===== src/rtl/ilss_pkg.sv =====
// Shared types, codes and constants for the light sensor read sequencer.
package ilss_pkg;

  localparam int AddrW   = 7;
  localparam int ByteW   = 8;
  localparam int CmdW    = 3;
  localparam int PctW    = 7;
  localparam int PhaseW  = 2;
  localparam int CfgIdxW = 1;
  localparam int CfgW    = 8;
  localparam int InDataW  = 16;
  localparam int OutDataW = 32;

  localparam logic [AddrW-1:0] SENSOR_ADDRESS_RST = 7'd35;
  localparam logic [ByteW-1:0] MODE_OPCODE_RST    = 8'h10;

  localparam logic [CfgIdxW-1:0] REG_SENSOR_ADDRESS = 1'd0;
  localparam logic [CfgIdxW-1:0] REG_MODE_OPCODE    = 1'd1;

  localparam logic [CmdW-1:0] CMD_NONE     = 3'd0;
  localparam logic [CmdW-1:0] CMD_CONTINUE = 3'd1;
  localparam logic [CmdW-1:0] CMD_ACK      = 3'd2;
  localparam logic [CmdW-1:0] CMD_STOP     = 3'd3;
  localparam logic [CmdW-1:0] CMD_RELEASE  = 3'd4;

  localparam logic [ByteW-1:0] ST_START      = 8'h08;
  localparam logic [ByteW-1:0] ST_RESTART    = 8'h10;
  localparam logic [ByteW-1:0] ST_SLAW_ACK   = 8'h18;
  localparam logic [ByteW-1:0] ST_DATA_ACK   = 8'h28;
  localparam logic [ByteW-1:0] ST_DATA_NACK  = 8'h30;
  localparam logic [ByteW-1:0] ST_SLAR_ACK   = 8'h40;
  localparam logic [ByteW-1:0] ST_RXDATA_ACK = 8'h50;

  localparam logic [PhaseW-1:0] PH_MODE  = 2'd0;
  localparam logic [PhaseW-1:0] PH_HIGH  = 2'd1;
  localparam logic [PhaseW-1:0] PH_LOW   = 2'd2;
  localparam logic [PhaseW-1:0] PH_CLOSE = 2'd3;

  localparam logic [ByteW-1:0] LEVEL_DARK = 8'd255;
  localparam logic [ByteW-1:0] LEVEL_DIM  = 8'd215;
  localparam logic [ByteW-1:0] TOP3_MASK  = 8'hE0;
  localparam logic [PctW-1:0]  PCT_FULL   = 7'd100;
  // x/10 == (x*205)>>11 for all 8-bit x
  localparam logic [ByteW-1:0] DIV10_MUL  = 8'd205;
  localparam int               DIV10_SHR  = 11;

  typedef struct packed {
    logic             op;
    logic [ByteW-1:0] bus_status;
    logic [ByteW-1:0] rx_byte;
  } item_t;

  typedef struct packed {
    logic             drive_valid;
    logic [ByteW-1:0] drive_byte;
    logic [CmdW-1:0]  bus_command;
    logic             error_flag;
    logic             sample_done;
    logic [ByteW-1:0] led_level;
    logic [PctW-1:0]  level_percent;
  } result_t;

endpackage


===== src/rtl/ilss_level.sv =====
// Brightness level and percentage from the high and low reading bytes.
module ilss_level (
  input  logic [ilss_pkg::ByteW-1:0] hi,
  input  logic [ilss_pkg::ByteW-1:0] lo,
  output logic [ilss_pkg::ByteW-1:0] level,
  output logic [ilss_pkg::PctW-1:0]  percent
);

  logic [2*ilss_pkg::ByteW-1:0] prod;
  logic [4:0]                   tens;

  always_comb begin
    priority if (hi == '0 && (lo & ilss_pkg::TOP3_MASK) == '0) begin
      level = ilss_pkg::LEVEL_DARK;
    end else if ((hi & ilss_pkg::TOP3_MASK) == '0) begin
      level = ilss_pkg::LEVEL_DIM;
    end else begin
      level = ilss_pkg::LEVEL_DARK - hi;
    end
  end

  assign prod    = level * ilss_pkg::DIV10_MUL;
  assign tens    = prod[2*ilss_pkg::ByteW-1:ilss_pkg::DIV10_SHR];
  assign percent = ilss_pkg::PCT_FULL - {tens, 2'b00};

endmodule


===== src/rtl/ilss_step.sv =====
// Phase tracking, status checking and result forming for one word.
module ilss_step (
  input  logic                        clk,
  input  logic                        rst,
  input  logic                        adv,
  input  ilss_pkg::item_t             item,
  input  logic [ilss_pkg::AddrW-1:0]  sensor_address,
  input  logic [ilss_pkg::ByteW-1:0]  mode_opcode,
  output ilss_pkg::result_t           res
);

  logic [ilss_pkg::PhaseW-1:0] phase, phase_next;
  logic                        sticky_error, sticky_error_next;
  logic [ilss_pkg::ByteW-1:0]  high_reading, high_reading_next;
  logic [ilss_pkg::ByteW-1:0]  level;
  logic [ilss_pkg::PctW-1:0]   percent;
  logic                        bad;

  ilss_level u_level (
    .hi      (high_reading),
    .lo      (item.rx_byte),
    .level   (level),
    .percent (percent)
  );

  always_comb begin
    res               = '0;
    phase_next        = phase;
    sticky_error_next = sticky_error;
    high_reading_next = high_reading;
    bad               = 1'b0;
    if (!item.op) begin
      sticky_error_next = 1'b0;
    end else if (phase == ilss_pkg::PH_CLOSE) begin
      phase_next      = ilss_pkg::PH_MODE;
      res.bus_command = ilss_pkg::CMD_RELEASE;
    end else begin
      unique case (item.bus_status)
        ilss_pkg::ST_START: begin
          if (phase == ilss_pkg::PH_MODE) begin
            res.drive_valid = 1'b1;
            res.drive_byte  = {sensor_address, 1'b0};
            res.bus_command = ilss_pkg::CMD_CONTINUE;
          end else begin
            bad = 1'b1;
          end
        end
        ilss_pkg::ST_RESTART: begin
          if (phase == ilss_pkg::PH_HIGH) begin
            res.drive_valid = 1'b1;
            res.drive_byte  = {sensor_address, 1'b1};
            res.bus_command = ilss_pkg::CMD_CONTINUE;
          end else begin
            bad = 1'b1;
          end
        end
        ilss_pkg::ST_SLAW_ACK: begin
          if (phase == ilss_pkg::PH_MODE) begin
            res.drive_valid = 1'b1;
            res.drive_byte  = mode_opcode;
            res.bus_command = ilss_pkg::CMD_CONTINUE;
          end else begin
            bad = 1'b1;
          end
        end
        ilss_pkg::ST_DATA_ACK: begin
          if (phase == ilss_pkg::PH_MODE) begin
            phase_next      = ilss_pkg::PH_HIGH;
            res.bus_command = ilss_pkg::CMD_STOP;
          end else begin
            bad = 1'b1;
          end
        end
        ilss_pkg::ST_DATA_NACK: begin
          bad = (phase != ilss_pkg::PH_HIGH);
        end
        ilss_pkg::ST_SLAR_ACK: begin
          if (phase == ilss_pkg::PH_HIGH) begin
            res.bus_command = ilss_pkg::CMD_ACK;
          end else begin
            bad = 1'b1;
          end
        end
        ilss_pkg::ST_RXDATA_ACK: begin
          if (phase == ilss_pkg::PH_LOW) begin
            phase_next        = ilss_pkg::PH_CLOSE;
            res.bus_command   = ilss_pkg::CMD_STOP;
            res.sample_done   = 1'b1;
            res.led_level     = level;
            res.level_percent = percent;
          end else if (phase == ilss_pkg::PH_HIGH) begin
            high_reading_next = item.rx_byte;
            phase_next        = ilss_pkg::PH_LOW;
            res.bus_command   = ilss_pkg::CMD_ACK;
          end else begin
            bad = 1'b1;
          end
        end
        default: begin
          bad = 1'b1;
        end
      endcase
      if (bad) begin
        sticky_error_next = 1'b1;
      end
    end
    res.error_flag = sticky_error_next;
  end

  always_ff @(posedge clk) begin
    if (rst) begin
      phase        <= ilss_pkg::PH_MODE;
      sticky_error <= 1'b0;
      high_reading <= '0;
    end else if (adv) begin
      phase        <= phase_next;
      sticky_error <= sticky_error_next;
      high_reading <= high_reading_next;
    end
  end

  a_begin_clears: assert property (@(posedge clk) disable iff (rst)
    adv && !item.op |=> !sticky_error)
    else $error("begin word did not clear the error");

  a_close_releases: assert property (@(posedge clk) disable iff (rst)
    adv && item.op && phase == ilss_pkg::PH_CLOSE |=> phase == ilss_pkg::PH_MODE)
    else $error("closing event did not return to the first phase");

  a_done_stops: assert property (@(posedge clk) disable iff (rst)
    res.sample_done |-> res.bus_command == ilss_pkg::CMD_STOP && !bad)
    else $error("sample done without stop");

  a_bad_holds_phase: assert property (@(posedge clk) disable iff (rst)
    adv && bad |=> phase == $past(phase) && sticky_error)
    else $error("rejected status moved the phase");

endmodule


===== src/rtl/i2c_light_sensor_read_sequencer.sv =====
// Top level of the light sensor read sequencer: ports, registers, pipeline.
// Takes one word per clock cycle while the master side is not stalled.
// Each word passes an input register and a result register before its
// result word is presented on the master side; all status checking and
// the level arithmetic sit in the one stage between those registers.
// A begin word (tuser low) clears the sticky error; every word yields
// exactly one result word. The user must write configuration through
// cfg_we/cfg_index/cfg_data only while idle; the block does not enforce it.
module i2c_light_sensor_read_sequencer #(
  parameter logic [ilss_pkg::AddrW-1:0] SENSOR_ADDRESS_RST = ilss_pkg::SENSOR_ADDRESS_RST,
  parameter logic [ilss_pkg::ByteW-1:0] MODE_OPCODE_RST    = ilss_pkg::MODE_OPCODE_RST
) (
  input  logic                           clk,
  input  logic                           rst,
  input  logic                           s_tvalid,
  output logic                           s_tready,
  // bus_status[7:0], rx_byte[15:8]
  input  logic [ilss_pkg::InDataW-1:0]   s_tdata,
  // op
  input  logic                           s_tuser,
  output logic                           m_tvalid,
  input  logic                           m_tready,
  // drive_valid[0], drive_byte[8:1], bus_command[11:9], error_flag[12],
  // sample_done[13], led_level[21:14], level_percent[28:22], zero[31:29]
  output logic [ilss_pkg::OutDataW-1:0]  m_tdata,
  input  logic                           cfg_we,
  input  logic [ilss_pkg::CfgIdxW-1:0]   cfg_index,
  input  logic [ilss_pkg::CfgW-1:0]      cfg_data
);

  logic [ilss_pkg::AddrW-1:0] sensor_address;
  logic [ilss_pkg::ByteW-1:0] mode_opcode;
  logic                       in_valid;
  ilss_pkg::item_t            in_q;
  logic                       out_valid;
  ilss_pkg::result_t          out_q;
  ilss_pkg::result_t          res;
  logic                       adv;

  assign adv      = in_valid && (!out_valid || m_tready);
  assign s_tready = !in_valid || adv;

  always_ff @(posedge clk) begin
    if (rst) begin
      sensor_address <= SENSOR_ADDRESS_RST;
      mode_opcode    <= MODE_OPCODE_RST;
    end else if (cfg_we) begin
      unique case (cfg_index)
        ilss_pkg::REG_SENSOR_ADDRESS: sensor_address <= cfg_data[ilss_pkg::AddrW-1:0];
        ilss_pkg::REG_MODE_OPCODE:    mode_opcode    <= cfg_data;
        default: ;
      endcase
    end
  end

  always_ff @(posedge clk) begin
    if (rst) begin
      in_valid <= 1'b0;
    end else if (s_tready) begin
      in_valid <= s_tvalid;
    end
  end

  always_ff @(posedge clk) begin
    if (s_tvalid && s_tready) begin
      in_q.op         <= s_tuser;
      in_q.bus_status <= s_tdata[7:0];
      in_q.rx_byte    <= s_tdata[15:8];
    end
  end

  ilss_step u_step (
    .clk            (clk),
    .rst            (rst),
    .adv            (adv),
    .item           (in_q),
    .sensor_address (sensor_address),
    .mode_opcode    (mode_opcode),
    .res            (res)
  );

  always_ff @(posedge clk) begin
    if (rst) begin
      out_valid <= 1'b0;
    end else if (adv) begin
      out_valid <= 1'b1;
    end else if (m_tready) begin
      out_valid <= 1'b0;
    end
  end

  always_ff @(posedge clk) begin
    if (adv) begin
      out_q <= res;
    end
  end

  assign m_tvalid = out_valid;
  assign m_tdata  = {3'b000, out_q.level_percent, out_q.led_level, out_q.sample_done,
                     out_q.error_flag, out_q.bus_command, out_q.drive_byte,
                     out_q.drive_valid};

endmodule


===== config.mk =====
export PLATFORM = sky130hd
export DESIGN_NAME = i2c_light_sensor_read_sequencer
export DESIGN_NICKNAME = d
export VERILOG_FILES = /design/src/rtl/ilss_pkg.sv /design/src/rtl/ilss_level.sv /design/src/rtl/ilss_step.sv /design/src/rtl/i2c_light_sensor_read_sequencer.sv
export SDC_FILE = /design/constraint.sdc
export NUM_CORES = 1
export LEC_CHECK = 0
export BUFFER_PORTS_ARGS = -buffer_cell sky130_fd_sc_hd__buf_2
export CORE_MARGIN = 2
export CORE_UTILIZATION = 55
export DETAILED_ROUTE_END_ITERATION = 16
export PLACE_DENSITY_LB_ADDON = 0.3
export SLEW_MARGIN = 20
export SYNTH_ARGS = -nofsm -noshare
export SYNTH_HDL_FRONTEND = slang
export SYNTH_SLANG_ARGS = --single-unit

===== constraint.sdc =====
create_clock -name clk -period 6.3 [get_ports clk]
set_input_delay 1.26 -clock clk [delete_from_list [all_inputs] [get_ports clk]]
set_output_delay 1.26 -clock clk [all_outputs]
set_load 0.01 [all_outputs]

==> impl_results.md, run 1 <==
* Post-cts gate resize count at 0
* Final worst hold slack at 459 ps
* Yosys Warn Count at 0
* Core Footprint at 7290 µm²
* Final standard cell count with taps included and fillers excluded at 545
* Sequential area share after synthesis at 0.453
* Number of DRC markers after the initial detailed-route iteration at 103
* Nets at 529
* Portion of the clock cycle consumed by the worst path in the final layout at 0.856
* Start point of the critical path: in_q[5]
* Data arrival at the endpoint of the critical path at approximately 5500 ps
* Static Leakage at 2.01 nW
* Final-report hold violation count at 0
* Post-CTS Setup Repair Bufs at 0
* H-tree depth at 3
* Setup skew after layout at 9.35 ps
* Final total negative setup slack at 0 ps
* Initial Util at 0.569
* Die area at 8260 µm²
* Initial antenna violation count at 0
* Detailed-route wire length at 7.85 mm
* Reg-to-reg startpoint: in_q[5]
* Critical path class: reg2reg
* Number of distinct standard cells referenced by the synthesized netlist at 52
* Largest net degree at the start of global routing at 29
* Clock tree sinks at 72
* IR drop worst, VDD at 0.177 mV
* I/O Pins at 65
* Filler cell count at 593
* Total grt overflow at 0
* Maximum fanout encountered on the critical timing path at 5
* Final weighted congestion in routability-driven placement at 0.875
* R2R depth at 21
* DRC violation count after routing at 0
* Post-synth ARST share at 0
* CTS tree: done
* Root cell of the clock tree: sky130_fd_sc_hd__clkbuf_8
* Pre-antenna DRT Iters at 4
* Post-layout minimum cycle time at 5390 ps
* Status: finished, final reports clean
* Vert. Die Dim at roughly 91 µm
* Diodes inserted at 0
* DRT antenna net count at 0
* Vias/cell at 5.38
* Setup Viol. Count Final at 0
* Capture instance of the worst register-to-register path: m_tdata[27]
* EDFF count, synth at 44
* Count of vias placed by the detailed router at ~2.9k
* Kind of path behind the tightest hold check: reg2reg
* Worst slew slack as a fraction of its limit at 0.411
* DP Wirelength at 5.96 mm
* Global-route wire length before repair at around 13 mm
* Number of input and output port buffers inserted at 59
* CTS buffer count at 9
* Max Cap Violations at 0
* Achievable frequency at 185 MHz
* Number of cells produced by synthesis at 383
* Worst setup path end: m_tdata[27]
* Critical Path RT at roughly 6400 ps
* Cell area after synthesis at 4150 µm²
* Core Rows at 31
* CP Launch Type: flip-flop
* Main synth FF type: sky130_fd_sc_hd__edfxtp_1
* Number of buffers inserted by hold repair at cts at 0
* Reg-to-reg setup timing slack at 910 ps
* GRT Resource Usage Total at 0.202
* Placed cell areas at 4500 µm²
* Post-CTS clock slew at the launch and capture registers of the worst setup and hold paths at 80 ps
* Routed wire length per instance at roughly 14 µm
* Number of global-route vias before repair at approximately 2.9k
* Die width at 90.9 µm
* Power per cell area at 231 nW/µm²
* Setup repair after global routing missed its margin: no
* Final core area utilization at 0.649
* Critical Path Sink Type: flip-flop
* Latest clock arrival within the worst-skew pair at approximately 340 ps
* Fin. max-slew vios at 0
* Yosys reg bits at 72
* Post-Place Cells at between 500 and 600
* Maximum root-to-sink buffer count at 2
* Area Growth Syn to Fin at 14.0%
* Slew @ Worst Pin at 881 ps
* Post-layout instance area at 4730 µm²
* Share of cells above drive strength 1 at 0.197
* Avg Synthesized Cell Area at 10.8 µm²
[cell usage in the layout, fill, tap and decap left out, types with 2 or more instances in the layout]
cell type                   netlist  final
sky130_fd_sc_hd__a211o_1          4      4
sky130_fd_sc_hd__a21o_1           4      4
sky130_fd_sc_hd__a21oi_1         26     26
sky130_fd_sc_hd__a22oi_1          7      7
sky130_fd_sc_hd__a31oi_1          4      4
sky130_fd_sc_hd__and2_1           7      7
sky130_fd_sc_hd__and3_1           5      5
sky130_fd_sc_hd__buf_2            1     59
sky130_fd_sc_hd__clkbuf_16        0      2
sky130_fd_sc_hd__clkbuf_8         0      9
sky130_fd_sc_hd__clkinv_4         0      2
sky130_fd_sc_hd__conb_1           1      5
sky130_fd_sc_hd__dfxtp_1         28     28
sky130_fd_sc_hd__edfxtp_1        44     44
sky130_fd_sc_hd__fa_1             9      9
sky130_fd_sc_hd__ha_1            48     48
sky130_fd_sc_hd__inv_1           28     28
sky130_fd_sc_hd__mux2i_1         14     14
sky130_fd_sc_hd__nand2_1         24     24
sky130_fd_sc_hd__nand3_1         10     10
sky130_fd_sc_hd__nand4_1          3      3
sky130_fd_sc_hd__nor2_1          40     40
sky130_fd_sc_hd__nor2b_1          9      8
sky130_fd_sc_hd__nor3_1           3      3
sky130_fd_sc_hd__nor4_1           4      4
sky130_fd_sc_hd__nor4_4           2      2
sky130_fd_sc_hd__o21ai_0          8      8
sky130_fd_sc_hd__or3_1            2      2
sky130_fd_sc_hd__xnor2_1          2      2
sky130_fd_sc_hd__xor2_1           9      9
[cells in the mapped netlist, types with 2 or more instances]
cell                       instances  area share
sky130_fd_sc_hd__and2_1            7       0.011
sky130_fd_sc_hd__mux2i_1          14       0.034
sky130_fd_sc_hd__a211o_1           4      0.0084
sky130_fd_sc_hd__a21o_1            4      0.0072
sky130_fd_sc_hd__nor2b_1           9       0.014
sky130_fd_sc_hd__a31oi_1           4      0.0060
sky130_fd_sc_hd__xor2_1            9       0.019
sky130_fd_sc_hd__edfxtp_1         44        0.32
sky130_fd_sc_hd__nor4_1            4      0.0060
sky130_fd_sc_hd__nor3_1            3      0.0036
sky130_fd_sc_hd__a22oi_1           7       0.013
sky130_fd_sc_hd__dfxtp_1          28        0.14
sky130_fd_sc_hd__or3_1             2      0.0030
sky130_fd_sc_hd__nor2_1           40       0.036
sky130_fd_sc_hd__buf_4             6       0.011
sky130_fd_sc_hd__ha_1             48        0.14
sky130_fd_sc_hd__inv_1            28       0.025
sky130_fd_sc_hd__nand2_1          24       0.022
sky130_fd_sc_hd__a21oi_1          26       0.031
sky130_fd_sc_hd__o21ai_0           8      0.0096
sky130_fd_sc_hd__nand4_1           3      0.0045
sky130_fd_sc_hd__nor4_4            2       0.010
sky130_fd_sc_hd__xnor2_1           2      0.0042
sky130_fd_sc_hd__nand3_1          10       0.012
sky130_fd_sc_hd__and3_1            5      0.0075
sky130_fd_sc_hd__clkbuf_1          8      0.0072
sky130_fd_sc_hd__fa_1              9       0.043
[cell type report]
type                       count  area, µm²  area share
multi-input combinational    270       2090       0.441
sequential                    72       1880       0.397
timing repair buffer          60        303      0.0640
clock buffer                  12        178      0.0375
tap                           99        124      0.0262
inverter                      28        105      0.0222
clock inverter                 4       56.3      0.0119
[kinds of logic (layout without fill, tap and decap cells)]
logic type                 Yosys count  after routing  share of synthesized area
muxes                               14             14                     0.0338
adders and majority gates           57             57                      0.188
AOI/OAI and AO/OA                   63             63                     0.0943
other                                1              5                   0.000903
buffers and inverters               45            104                     0.0482
DFF                                 72             72                      0.453
xor gates and xnor gates            11             11                     0.0232
and+or+nand+nor                    120            120                      0.158
[report_power, final]
part / switching (mW) / internal, mW
combinational: 0.0906 / 0.0670
sequential: 0.0128 / 0.520
clock: 0.170 / 0.234
total: 0.274 / 0.821
[sequential cells by signal, indices dropped and copies added, names as in the netlist]
| register | flops |
|---|---|
| in_valid | 1 |
| u_step.sticky_error | 1 |
| in_q | 17 |
| m_tvalid | 1 |
| sensor_address | 7 |
| u_step.phase | 2 |
| m_tdata | 27 |
| u_step.high_reading | 8 |
| mode_opcode | 8 |
[stage by stage]
step                power [mW]  setup WS [ps]
finish                    1.09            905
detailed placement       0.699            977
floorplan                0.655           1500
global placement         0.693           1130
CTS                       1.11            897
global route              1.15            383
[routing by layer]
metal | up-vias | routed length (µm) | global-route usage
li1 | 1475 | - | -
met1 | 1375 | 3500 | 0.261
met2 | 74 | 3910 | 0.351
met3 | 8 | 377 | 0.0376
met4 | 0 | 58 | 0.0505
met5 | - | 0 | 0
[worst min-delay path by stage]
| stage | from | end | slack [ps] | depth (start not counted) |
|---|---|---|---|---|
| finish | mode_opcode[6] | mode_opcode[6] | 460 | 2 |
| global route | mode_opcode[7] | mode_opcode[7] | 490 | 2 |
| CTS | mode_opcode[6] | mode_opcode[6] | 460 | 2 |
| detailed placement | mode_opcode[6] | mode_opcode[6] | 450 | 2 |
| global placement | mode_opcode[2] | mode_opcode[2] | 440 | 2 |
| floorplan | mode_opcode[4] | mode_opcode[4] | 440 | 1 |
[worst max-delay path, stage by stage, from the launching register on]
cell,delay [ps]
sky130_fd_sc_hd__edfxtp_1,420
sky130_fd_sc_hd__nor4_1,400
sky130_fd_sc_hd__nand2_1,110
sky130_fd_sc_hd__a31oi_1,410
sky130_fd_sc_hd__ha_1,350
sky130_fd_sc_hd__ha_1,290
sky130_fd_sc_hd__inv_1,50
sky130_fd_sc_hd__fa_1,500
sky130_fd_sc_hd__fa_1,570
sky130_fd_sc_hd__inv_1,50
sky130_fd_sc_hd__ha_1,310
sky130_fd_sc_hd__and3_1,170
sky130_fd_sc_hd__nand4_1,140
sky130_fd_sc_hd__a31oi_1,130
sky130_fd_sc_hd__nor2_1,250
sky130_fd_sc_hd__nor2b_1,80
sky130_fd_sc_hd__nor2_1,140
sky130_fd_sc_hd__xor2_1,180
sky130_fd_sc_hd__ha_1,190
sky130_fd_sc_hd__xor2_1,180
sky130_fd_sc_hd__and3_1,190
sky130_fd_sc_hd__nor3_2,40
No activity file was read; power rests on OpenSTA's default activity.
==> inputs of run 2 (changes only) <==
BUFFER_PORTS_ARGS = unset   (was -buffer_cell sky130_fd_sc_hd__buf_2)
DONT_BUFFER_PORTS = 1   (was unset)
clock period = 6.2 ns   (was 6.3 ns; I/O delays follow)
==> impl_results.md, run 2 (synthesis results as in run 1) <==
* Post-cts gate resize count at 0 (unchanged)
* GRT Resource Usage Total at 0.193 (-0.00869)
* Setup repair after global routing missed its margin: no
* CTS tree: done
* Total grt overflow at 0 (unchanged)
* Number of input and output port buffers inserted at 0 (-100%)
* Clock tree sinks at 72 (unchanged)
* IR drop worst, VDD at 0.225 mV (+27%)
* Final critical-path setup slack at 863 ps (-42.0 ps)
* Buf+Inv Stages, Crit Path at 2 (unchanged)
* Placed cell areas at 4210 µm² (-6.6%)
* H-tree depth at 3 (unchanged)
* Routed wire length per instance at 15.8 µm (+9.6%)
* Final standard cell count with taps included and fillers excluded at 486 (-11%)
* Global-route wire length before repair at 12.7 mm (-4.9%)
* I/O Pins at 65 (unchanged)
* Number of DRC markers after the initial detailed-route iteration at 129 (+25%)
* DP Wirelength at 5.85 mm (-1.9%)
* Net load switching power at 0.273 mW (-0.20%)
* Family with the most delay on the worst path: adder cells
* Part of the total power dissipated in combinational logic at 0.125 (-0.019)
* Maximum fanout encountered on the critical timing path at 5 (unchanged)
* Vias/cell at 5.57 (+3.6%)
* Final total negative setup slack at 0 ps (unchanged)
* Share of total power consumed by net switching at 0.261 (+0.0111)
* Vert. Die Dim at 90.9 µm (unchanged)
* Master of the slowest instance on the critical path: sky130_fd_sc_hd__fa_1
* Final core area utilization at 0.603 (-0.0458)
* Latest clock arrival within the worst-skew pair at 350 ps (about the same)
* Initial antenna violation count at 0 (unchanged)
* Post-layout instance area at 4400 µm² (-7.1%)
* Power per cell area at 238 nW/µm² (+2.8%)
* Most frequent cell on the critical path: sky130_fd_sc_hd__ha_1
* Critical Path Sink Type: flip-flop
* Clock share of power at 0.352 (-0.017)
* Static Leakage at 1.76 nW (-12%)
* Root cell of the clock tree: sky130_fd_sc_hd__clkbuf_8
* Post-CTS Setup Repair Bufs at 0 (unchanged)
* Post-CTS clock slew at the launch and capture registers of the worst setup and hold paths at 80 ps (about the same)
* DRT antenna net count at 0 (unchanged)
* Kind of path behind the tightest hold check: reg2reg
* Worst slew slack as a fraction of its limit at 0.463 (+0.0516)
* Post-Place Cells at 470 (-11%)
* Final-report hold violation count at 0 (unchanged)
* Detailed-route wire length at 7.67 mm (-2.3%)
* Pre-antenna DRT Iters at 4 (unchanged)
* Core Rows at 31 (unchanged)
* Internal power at 0.773 mW (-5.9%)
* Critical path class: reg2reg
* Diodes inserted at 0 (unchanged)
* Setup skew after layout at 12.0 ps (+2.62 ps)
* Status: finished, final reports clean
* Initial Util at 0.569 (unchanged)
* Maximum root-to-sink buffer count at 2 (unchanged)
* Share of total power in sequential cells at 0.523 (+0.036)
* CTS buffer count at 9 (unchanged)
* Max Cap Violations at 0 (unchanged)
* Achievable frequency at 187 MHz (+1.1%)
* Die width at 90.9 µm (unchanged)
* CP Launch Type: flip-flop
* Nets at 470 (-11%)
* Critical Path RT at 6290 ps (-100 ps)
* Largest register FFs at 27 (unchanged)
* Post-layout minimum cycle time at 5340 ps (-58.0 ps)
* Leading cell types in the layout, fill and taps excluded: sky130_fd_sc_hd__ha_1, sky130_fd_sc_hd__edfxtp_1, sky130_fd_sc_hd__nor2_1
* Cells along the critical path: nor4_1, nand2_1, a31oi_1, ha_1, ha_1, fa_1, inv_1, fa_1, inv_1, ha_1, nand3_1, a31o_2, a31oi_1, nor2_1, nor2b_1, nor2_1, xor2_1, ha_1, xor2_1, and3_1, nor3_2
* Final weighted congestion in routability-driven placement at 0.866 (-1.1%)
* Largest net degree at the start of global routing at 29 (unchanged)
* Core Footprint at 7290 µm² (unchanged)
* Worst min-delay path startpoint: mode_opcode[5]
* Number of buffers inserted by hold repair at cts at 0 (unchanged)
* Largest stage delay, worst path at 530 ps (-40 ps)
* Reg-to-reg startpoint: in_q[5]
* Post-placement worst setup slack at 859 ps (-118 ps)
* Number of global-route vias before repair at 2704 (-5.7%)
* Fin. max-slew vios at 0 (unchanged)
* Count of vias placed by the detailed router at 2709 (-7.6%)
* Portion of the clock cycle consumed by the worst path in the final layout at 0.861 (+0.00446)
* Die area at 8260 µm² (unchanged)
* Area Growth Syn to Fin at 6.00%
* Most frequent standard cell in the layout excluding fill and tap cells: sky130_fd_sc_hd__ha_1
* DRC violation count after routing at 0 (unchanged)
* Setup Viol. Count Final at 0 (unchanged)
* Slew @ Worst Pin at 804 ps (-77.3 ps)
* Data arrival at the endpoint of the critical path at 5430 ps (-60 ps)
* Share of cells above drive strength 1 at 0.0749 (-0.122)
* Start point of the critical path: in_q[5]
## run 2: routing by layer
metal / global-route usage / wire, µm / vias up / part of all wire
met2: 0.320 / 3630 / 88 / 0.47
li1: - / - / 1353 / -
met5: 0 / 0 / - / 0
met3: 0.0467 / 395 / 8 / 0.051
met1: 0.251 / 3570 / 1260 / 0.47
met4: 0.0593 / 77 / 0 / 0.010
## run 2: through the flow
| step | power [mW] | hold WS [ps] |
|---|---|---|
| 5_1_grt | 1.09 | 487 |
| 6_report | 1.05 | 457 |
| 4_1_cts | 1.06 | 455 |
| 2_1_floorplan | 0.666 | 436 |
| 3_5_place_dp | 0.690 | 444 |
| 3_3_place_gp | 0.684 | 439 |
## run 2: power groups by stage
stage	sequential [mW]	clock, mW	combinational [mW]
floorplan	0.552	0	0.113
global placement	0.557	0	0.127
detailed placement	0.558	0	0.132
CTS	0.547	0.376	0.133
global route	0.549	0.394	0.151
finish	0.547	0.368	0.131
## run 2: final timing paths
check              endpoint  slack, ps  cells after the start
max reg2reg     m_tdata[27]        860                     21
max             m_tdata[27]        860                     21
min reg2reg  mode_opcode[5]        460                      2
min          mode_opcode[5]        460                      2
## run 2: final cells by class
class                           count  area [µm²]
Clock inverter                      6        67.6
Multi-Input combinational cell    270        2090
Clock buffer                       10         128
Sequential cell                    72        1880
Fill cell                         622        2890
Timing Repair Buffer                1        7.51
Inverter                           28         105
Tap cell                           99         124
## run 2: tightest hold or removal path, stage by stage, from the launching register on
cell and delay (ps):
sky130_fd_sc_hd__dfxtp_1 320, sky130_fd_sc_hd__nand2_1 50, sky130_fd_sc_hd__a21oi_1 50
